**config.mk**
```make
export PLATFORM = sky130hd
export DESIGN_NAME = dpsr_ram
export DESIGN_NICKNAME = d
export VERILOG_FILES = /design/src/rtl/decaying_priority_slot_replacer_top_macros.svh /design/src/rtl/dpsr_ram.sv
export SDC_FILE = /design/constraint.sdc
export NUM_CORES = 1
export LEC_CHECK = 0
export BUFFER_PORTS_ARGS = -buffer_cell sky130_fd_sc_hd__buf_4
export CAP_MARGIN = 20
export CORE_MARGIN = 2
export CORE_UTILIZATION = 35
export DETAILED_ROUTE_END_ITERATION = 6
export PLACE_DENSITY = 0.55
export SYNTH_ARGS = -nofsm -noshare
export SYNTH_HDL_FRONTEND = slang
export SYNTH_SLANG_ARGS = --single-unit
```
**constraint.sdc**
```tcl
create_clock -name clk -period 1.56 [get_ports clk]
set_input_delay 0.078 -clock clk [delete_from_list [all_inputs] [get_ports clk]]
set_output_delay 0.078 -clock clk [all_outputs]
set_load 0.02 [all_outputs]
```
**src/rtl/decaying_priority_slot_replacer_top_macros.svh**
```systemverilog
// ----------------------------------------------------------------------------
// Assertion macros for the decaying-priority slot replacer.
// ----------------------------------------------------------------------------
`ifndef DECAYING_PRIORITY_SLOT_REPLACER_TOP_MACROS_SVH
`define DECAYING_PRIORITY_SLOT_REPLACER_TOP_MACROS_SVH

// Same-cycle implication, sampled on clk and disabled during reset.
`define DPSR_ASSERT_NOW(lbl, ante, cons, msg) \
	lbl: assert property (@(posedge clk) disable iff (!arst_n) (ante) |-> (cons)) \
		else $error(msg);

// Next-cycle implication, sampled on clk and disabled during reset.
`define DPSR_ASSERT_NEXT(lbl, ante, cons, msg) \
	lbl: assert property (@(posedge clk) disable iff (!arst_n) (ante) |=> (cons)) \
		else $error(msg);

`endif

```
**src/rtl/dpsr_ram.sv**
```systemverilog
// ----------------------------------------------------------------------------
// dpsr_ram
// Simple dual-port RAM: one write port, one read port, registered read data.
// ----------------------------------------------------------------------------
module dpsr_ram #(
	parameter int WIDTH = 8,
	parameter int DEPTH = 2,
	localparam int AW = (DEPTH > 1) ? $clog2(DEPTH) : 1
) (
	input  logic             clk,
	input  logic             we,
	input  logic [AW-1:0]    waddr,
	input  logic [WIDTH-1:0] wdata,
	input  logic             re,
	input  logic [AW-1:0]    raddr,
	output logic [WIDTH-1:0] rdata
);

	logic [WIDTH-1:0] mem_q [DEPTH];

	always_ff @(posedge clk) begin
		if (we) begin
			mem_q[waddr] <= wdata;
		end
	end

	always_ff @(posedge clk) begin
		if (re) begin
			rdata <= mem_q[raddr];
		end
	end

endmodule

```
## Yosys cells after proc, flatten, opt, wreduce, memory -nomap -nowiden

Memories as Yosys holds them, arrays and structs flattened. A register that Yosys moved wholly into a read port is not among the register bits.
Index checks and enable logic that the tools add are counted.

- Logic and storage cells: 3
- Output and inout port bits: 8
- Bits in registers: 0
- Memory bits (writable): 16
- Memories: 1

- Mux-type cells: 2

Memory list:

| name | words | bits a word | rd ports | clocked after memory_dff | write ports | RTL line | RTL |
|---|---|---|---|---|---|---|---|
| mem_q | 2 | 8 | 1 | 1 | 1 | dpsr_ram.sv:19 | `logic [WIDTH-1:0] mem_q [DEPTH];` |

Operators by type and width:

| operator | number |
|---|---|
| $mux W1 | 2 |

## Depth between registers and ports, before layout

Gate-level depths: netlist of the first run.

- Word-level depth: 2
- Mapped depth: 2
- Gate-level depth less buffers: 1

## Worst setup path before layout of the first run

OpenSTA, ideal clock, no wires.

- Path type: input to register
- Start point: input we
- End point: memory mem_q[0][0], enable pin
- Library setup time: 0.373 ns
- Required time: 1.187 ns
- Path buffers: 0
- Slack: 0.689 ns
- Stages: 1
- Data arrival time: 0.498 ns
- Cell sequence: nor2b_1

- Cells in the longest elaborated chain, start to end: 2

Ends and longest elaborated chain:

| what | RTL line | RTL |
|---|---|---|
| start, declared | dpsr_ram.sv:11 | `input logic we,` |
| $mux W1 | dpsr_ram.sv:22 | `if (we) begin` |
| $mux W1 (not written as such) | dpsr_ram.sv:23 | `mem_q[waddr] <= wdata;` |
| end, declared | dpsr_ram.sv:19 |  |

No other way between the ends.

## Worst setup path in the final report of the first run

- Start point: register rdata[4], read port of mem_q
- End point: output rdata[4]

RTL lines:

| what | RTL line | RTL |
|---|---|---|
| start, declared | dpsr_ram.sv:16 | `output logic [WIDTH-1:0] rdata` |

No word-level cell between the ends.

==> flow_metrics.tcl, run 1 <==
set metrics [dict create \
    status "finished, final reports clean" \
    cts.sinks 24 \
    start_kind "flop" \
    numPortBuffers 20 \
    instances_no_fill 97 \
    hp-class "input pin to flop" \
    p_comb_share_pct 11.6 \
    cts-buffers-inserted 3 \
    dieArea_um2 2880 \
    syn_area_um2 865 \
    timing.rr.start "mem_q[0][2]" \
    viasPerCell 4.20 \
    drtIter0Drc 4 \
    grt-ovfl-total 0 \
    grt_pass1_wl_um 1700 \
    pwr-share-clk_pct 22.5 \
    fin_crit_ns 0.949 \
    fmax_mhz 1050 \
    slowest_stage "edfxtp_1" \
    cp-startpoint "rdata[4]" \
    synth_seq_cells 24 \
    yosysSeqAreaShare_pct 83.4 \
    worstSkewPairLatency_ns 0.30 \
    worstPathArrival_ns 0.87 \
    hold_violations 0 \
    routedWlPerCell_um 11.6 \
    dieWidth_um 53.7 \
    p_int_mw 0.934 \
    num_io_pins 21 \
    drcViolationCount 0 \
    finalWeightedCongestion 0.633 \
    power_frac_seq_pct 65.9 \
    max_cap_viol_count 0 \
    rsz0062_at_grt "false" \
    setup_viol 0 \
    syn_nets 48 \
    ys.flop_type "edfxtp_1" \
    crit_fanout 1 \
    async_flop_share_pct 0 \
    crit_path_max_incr_delay_ns 0.40 \
    netlist_instances 35 \
    yosysTopAreaCell "edfxtp_1" \
    crit_family "flip-flops" \
    cts_tree "done" \
    place_inst 85 \
    crit_chain "buf_4" \
    ir_drop_mv 0.580 \
    worstMarginPinSlew_ns 0.377 \
    place_area_um2 1050 \
    final_area_um2 1150 \
    yosysMostFrequentCell "edfxtp_1" \
    synth_area_leaders "edfxtp_1, mux2_4, buf_6" \
    synth-edff-count 24 \
    die_y_um 53.7 \
    cts_resized 0 \
    grt_use_total_pct 8.87 \
    start_util_pct 35.9 \
    maxSlewHeadroom_pct 74.9 \
    grt_start_max_net_pins 14 \
    fin_crit_sh_pct 60.9 \
    grt_pass1_vias 389 \
    antenna_found_initial 0 \
    ant_nets 0 \
    slew_violations 0 \
    finClkSkew_ns 0.00862 \
    clockRootBuffer "clkbuf_4" \
    netlist_top_cells_count "edfxtp_1, mux2_4, and2_1, buf_6, nor2b_1" \
    antenna-diode-count 0 \
    syn_area_per_cell_um2 24.7 \
    powerDensity_nw_per_um2 1010 \
    coreArea_um2 2410 \
    cellLeakagePower_nw 0.449 \
    crit_buf_inv 1 \
    endpoint_kind "output port" \
    path_clk_slew_ns 0.13 \
    post_cts_buffers 0 \
    wirelength_um 1130 \
    num_rows 18 \
    swShare_pct 20.1 \
    htree_levels 1 \
    nFillCells 199 \
    clk_path_buf_depth 2 \
    min-delay-start "re" \
    p_switching_mw 0.235 \
    worstSetupPathType "flop to output port" \
    synth_top_cell_area_share_pct 83.4 \
    finalSetupTns_ns 0 \
    vias 407 \
    worst-endpoint-required_ns 1.48 \
    dr.pass1.iters 4 \
    yosys_warnings 0 \
    area_growth_pct 33.6 \
    drive_gt1_share_pct 47.8 \
    nets 81 \
    ys_types 5 \
]
## state kept, by name (all words and copies together), names as in the netlist
register	cells
mem_q	16
rdata	8
## power by group through the flow
stage	registers, mW	logic (mW)	clock network (mW)
floorplan	0.805	0.0441	0
global placement	0.786	0.120	0
detailed placement	0.787	0.123	0
CTS	0.772	0.138	0.273
global route	0.776	0.146	0.304
finish	0.771	0.136	0.263
## layout make-up
cell class	count	area (um^2)	area share (%)
Multi-Input combinational cell	10	133	11.5
Timing Repair Buffer	29	238	20.6
Clock inverter	1	3.75	0.325
Sequential cell	24	721	62.4
Clock buffer	3	22.5	1.95
Tap cell	30	37.5	3.25
## through the flow
step	power, mW	worst slack [ns]	utilization [%]	hold WS [ns]
floorplan	0.850	0.689	-	0.177
global placement	0.906	0.678	43.5	0.264
detailed placement	0.910	0.660	43.5	0.265
CTS	1.18	0.602	47.9	0.0467
global route	1.23	0.573	47.9	0.0374
finish	1.17	0.611	47.9	0.0463
## per-layer routing
metal  global-route usage, %  wire length, um
met3                    3.61              105
met1                    10.6              514
met4                    3.85                0
met5                       0                0
met2                    14.0              506
## cells by family (layout without fill, tap and decap cells)
kind of cell / count (synthesis) / count (layout) / synth area share (%)
simple gates: 2 / 2 / 1.45
buf+inv: 1 / 33 / 1.30
mux: 8 / 8 / 13.9
flops: 24 / 24 / 83.4
## what timing repair did
action,CTS,global route
endpoints found under the setup margin,0,0
hold buffers,8,0
hold endpoints to repair,16,0
## path summary, 6_finish.rpt
check / endpoint / cells past startpoint / slack (ns)
setup / recovery: rdata[4] / 1 / 0.61
hold / removal: rdata[4] / 1 / 0.05
setup reg to reg: rdata[2] / 1 / 0.65
hold reg to reg: rdata[5] / 1 / 0.56
## placed cells by master (no fill, tap or decap)
master	Yosys	final
dlygate4sd3_1	0	8
buf_4	0	21
and2_1	1	1
mux2_4	8	8
clkbuf_4	0	3
clkinv_1	0	1
nor2b_1	1	1
edfxtp_1	24	24
Power figures use the tool's default switching activity.
==> inputs of run 2 (changes only) <==
Clock period 1.56 ns to 0.9 ns, I/O delays scaled along.
==> flow_metrics.tcl, run 2 (synthesized netlist as in run 1, its figures left out) <==
set metrics [dict create \
    numPortBuffers 20 \
    crit_fanout 1 \
    crit_family "flip-flops" \
    ant_nets 0 \
    worst-path-stages 1 \
    crit_buf_inv 0 \
    dieArea_um2 2880 \
    crit_chain "mux2_4" \
    cts.sinks 24 \
    ir_drop_mv 1.17 \
    status "finished, violations left" \
    vias 423 \
    dr.pass1.iters 4 \
    post_cts_buffers 0 \
    endpoint_kind "flop" \
    slew_violations 0 \
    cts_tree "done" \
    worstSetupPathType "flop to flop" \
    reg_top3 "mem_q: 16 flops, rdata: 8 flops" \
    setup_ws_ns -0.00325 \
    layout_commonest_cell "edfxtp_1" \
    reg2regPathDepth 1 \
    worst-endpoint-required_ns 0.96 \
    drcViolationCount 0 \
    reg2reg_to "rdata[7]" \
    fmax_mhz 1110 \
    antenna-diode-count 0 \
    max_cap_viol_count 0 \
    num_io_pins 21 \
    clk_path_buf_depth 2 \
    rrSetupSlack_ns -0.003 \
    antenna_found_initial 0 \
    p_int_mw 1.64 \
    pwr-share-clk_pct 22.0 \
    path_clk_slew_ns 0.12 \
    final_cell_mix "edfxtp_1, buf_4, mux2_4, dlygate4sd3_1, buf_6" \
    maxSlewHeadroom_pct 89.6 \
    finalWeightedCongestion 0.660 \
    worstPathArrival_ns 0.96 \
    p_comb_share_pct 12.4 \
    violations "negative setup slack" \
    grt_use_total_pct 9.57 \
    finClkSkew_ns 0.00788 \
    cellLeakagePower_nw 0.464 \
    setup_viol 1 \
    routedWlPerCell_um 11.9 \
    drive_gt1_share_pct 48.5 \
    whs_ns 0.0176 \
    clockRootBuffer "clkbuf_4" \
    nets 82 \
    endpoint "rdata[7]" \
    htree_levels 1 \
    num_rows 18 \
    area_growth_pct 37.9 \
    worstSkewPairLatency_ns 0.30 \
    grt_start_max_net_pins 14 \
    cp-startpoint "mem_q[1][7]" \
    die_y_um 53.7 \
    finalSetupTns_ns -0.00325 \
    start_kind "flop" \
    largest_reg_flops 16 \
    fin_crit_sh_pct 100 \
    power_frac_seq_pct 65.7 \
    viasPerCell 4.32 \
    coreArea_um2 2410 \
    crit_path_max_incr_delay_ns 0.40 \
    fin_crit_ns 0.903 \
    largest-register "mem_q" \
    start_util_pct 35.9 \
    hp-class "input pin to flop" \
    dieWidth_um 53.7 \
    powerDensity_nw_per_um2 1720 \
    timing.rr.start "mem_q[1][7]" \
    p_switching_mw 0.409 \
    swShare_pct 20.0 \
    worstMarginPinSlew_ns 0.156 \
    grt_pass1_vias 458 \
    drtIter0Drc 3 \
    hold_violations 0 \
    slowest_stage "edfxtp_1" \
    grt-ovfl-total 0 \
    grt_pass1_wl_um 1850 \
    rsz0062_at_grt "true" \
    cts-buffers-inserted 3 \
    wirelength_um 1170 \
]
-- run 2: cell count changes in the layout (fill, tap and decap cells not counted) --
cell	change
buf_4	-7
buf_6	+8
-- run 2: worst min-delay path by stage --
stage	to	cells past startpoint	slack (ns)	from
after floorplan	mem_q[0][0]	0	0.14	wdata[0]
after global placement	mem_q[1][2]	1	0.23	wdata[2]
after detailed placement	mem_q[0][1]	1	0.23	wdata[1]
after CTS	rdata[4]	1	0.02	re
after global routing	rdata[6]	1	0.004	re
final	rdata[3]	1	0.02	re
-- run 2: per-layer routing --
layer / up-vias / GRT usage (%) / share of wire [%]
met5: - / 0 / 0
met1: 200 / 10.4 / 39
met2: 21 / 16.7 / 52
met4: 0 / 3.85 / 0
met3: 0 / 3.61 / 8.3
li1: 202 / - / -
-- run 2: final cells by class --
class                   instances  area (um^2)
clock buffers                   3         22.5
flip-flops and latches         24          721
repair buffers                 30          275
multi-input cells              10          133
fillers                       207         1220
well taps                      30         37.5
clock inverters                 1         3.75
-- run 2: power by group through the flow --
stage	Clock, mW	Combinational (mW)	Sequential [mW]
detailed placement	0	0.215	1.37
global route	0.526	0.272	1.35
finish	0.450	0.253	1.34
CTS	0.464	0.253	1.34
floorplan	0	0.0764	1.40
global placement	0	0.212	1.36
-- run 2: timing repair --
| action | 4_1_cts | 5_1_grt |
|---|---|---|
| resized for setup | 6 | 2 |
| hold endpoints to repair | 16 | 0 |
| setup endpoints to repair | 8 | 13 |
| hold buffers | 8 | 0 |
-- run 2: through the flow --
stage / setup WS (ns) / util [%] / power [mW] / instances / cell area, um^2
2_1_floorplan: 0.0496 / - / 1.47 / 35 / 865
3_3_place_gp: 0.0326 / 43.8 / 1.57 / 86 / 1060
3_5_place_dp: 0.00746 / 43.8 / 1.58 / 86 / 1060
4_1_cts: -0.0117 / 49.2 / 2.06 / 98 / 1180
5_1_grt: -0.0601 / 49.5 / 2.15 / 98 / 1190
6_report: -0.00325 / 49.5 / 2.05 / 98 / 1190
==> inputs of run 3 (changes only) <==
Settings changed: BUFFER_PORTS_ARGS -buffer_cell sky130_fd_sc_hd__buf_4 to unset, CORE_MARGIN 2 to 8, DONT_BUFFER_PORTS set to 1, PLACE_DENSITY 0.55 to 0.5.
Clock period 0.9 ns to 0.8 ns, I/O delays scaled along.
==> flow_metrics.tcl, run 3 (synthesized netlist as in run 1, its figures left out) <==
set metrics [dict create \
    start_util_pct 35.9 \
    die_y_um 65.7 \
    grt_start_max_net_pins 15 \
    nets 62 \
    fmax_mhz 1110 \
    clockRootBuffer "clkbuf_4" \
    vias 356 \
    whs_ns -0.0473 \
    coreArea_um2 2410 \
    setup_ws_ns -0.101 \
    fin_util_pct 43.4 \
    place_inst 65 \
    powerDensity_nw_per_um2 2410 \
    cts_tree "done" \
    hold_violations 8 \
    grt-ovfl-total 0 \
    crit_path_max_incr_delay_ns 0.40 \
    place_area_um2 901 \
    dr.pass1.iters 3 \
    final_area_um2 1050 \
    largest_reg_flops 16 \
    final_cell_mix "edfxtp_1, mux2_4, dlygate4sd3_1, clkbuf_4" \
    endpoint_kind "flop" \
    fin_crit_sh_pct 113 \
    setup_viol 16 \
    crit_family "flip-flops" \
    grt_pass1_vias 407 \
    slew_violations 0 \
    finalSetupTns_ns -1.09 \
    hp-class "input pin to flop" \
    cts-hold-fix-buffers 9 \
    cts.sinks 24 \
    rsz0062_at_grt "true" \
    finalPower_mw 2.53 \
    drtIter0Drc 3 \
    instances_no_fill 78 \
    crit_fanout 1 \
    drcViolationCount 0 \
    path_clk_slew_ns 0.12 \
    worstSkewPairLatency_ns 0.31 \
    finalWeightedCongestion 0.671 \
    grt_use_total_pct 5.87 \
    htree_levels 1 \
    viasPerCell 4.56 \
    finClkSkew_ns 0.00411 \
    grt_pass1_wl_um 1860 \
    ir_drop_mv 1.32 \
    dieWidth_um 65.7 \
    clk_path_buf_depth 2 \
    worst-endpoint-required_ns 0.88 \
    slowest_stage "edfxtp_1" \
    start_kind "flop" \
    status "finished, violations left" \
    max_cap_viol_count 0 \
    antenna-diode-count 0 \
    area_growth_pct 21.0 \
    dieArea_um2 4320 \
    cellLeakagePower_nw 0.380 \
    place_ws_ns -0.0885 \
    num_rows 18 \
    cts-buffers-inserted 3 \
    rrSetupSlack_ns -0.10 \
    crit_chain "mux2_4" \
    layout_commonest_cell "edfxtp_1" \
    reg_top3 "mem_q: 16 flops, rdata: 8 flops" \
    worstPathArrival_ns 0.98 \
    largest-register "mem_q" \
    num_io_pins 21 \
    numPortBuffers 0 \
    antenna_found_initial 0 \
    wirelength_um 1160 \
    fin_crit_ns 0.901 \
    maxSlewHeadroom_pct 76.4 \
    crit_buf_inv 0 \
    ant_nets 0 \
    violations "negative hold slack, negative setup slack" \
    drive_gt1_share_pct 29.2 \
    worstMarginPinSlew_ns 0.354 \
    worstSetupPathType "flop to flop" \
    routedWlPerCell_um 14.8 \
]
[run 3: metal layers]
metal  up-vias  share of wire [%]  global-route usage (%)  routed length [um]
met5         -                  0                       0                   0
met4         0                1.5                    4.09                  17
met3         2                 11                    4.08                 127
met2        21                 49                    9.14                 569
met1       172                 38                    5.34                 444
li1        161                  -                       -                   -
[run 3: final timing paths]
path                             startpoint        to  cells past startpoint
worst max-delay path            mem_q[0][5]  rdata[5]                      1
worst min-delay path                  raddr  rdata[6]                      1
worst max register to register  mem_q[0][5]  rdata[5]                      1
worst min register to register  mem_q[0][0]  rdata[0]                      1
[run 3: power breakdown]
| group | switching [mW] | internal, mW |
|---|---|---|
| Clock | 0.336 | 0.506 |
| Sequential | 0.0637 | 1.49 |
| Combinational | 0.0422 | 0.0909 |
| Total | 0.442 | 2.08 |
[run 3: timing repair]
item | in CTS | in global routing
buffers inserted | 0 | 0
endpoints found under the setup margin | 16 | 24
endpoints found under the hold margin | 32 | 8
resized for setup | 0 | 1
[run 3: final cells by class]
cell class	count	area, um^2
fill	210	1360
sequential	24	721
multi-input combinational	10	135
timing repair buffer	10	100
tap	30	37.5
clock inverter	1	30.0
clock buffer	3	22.5
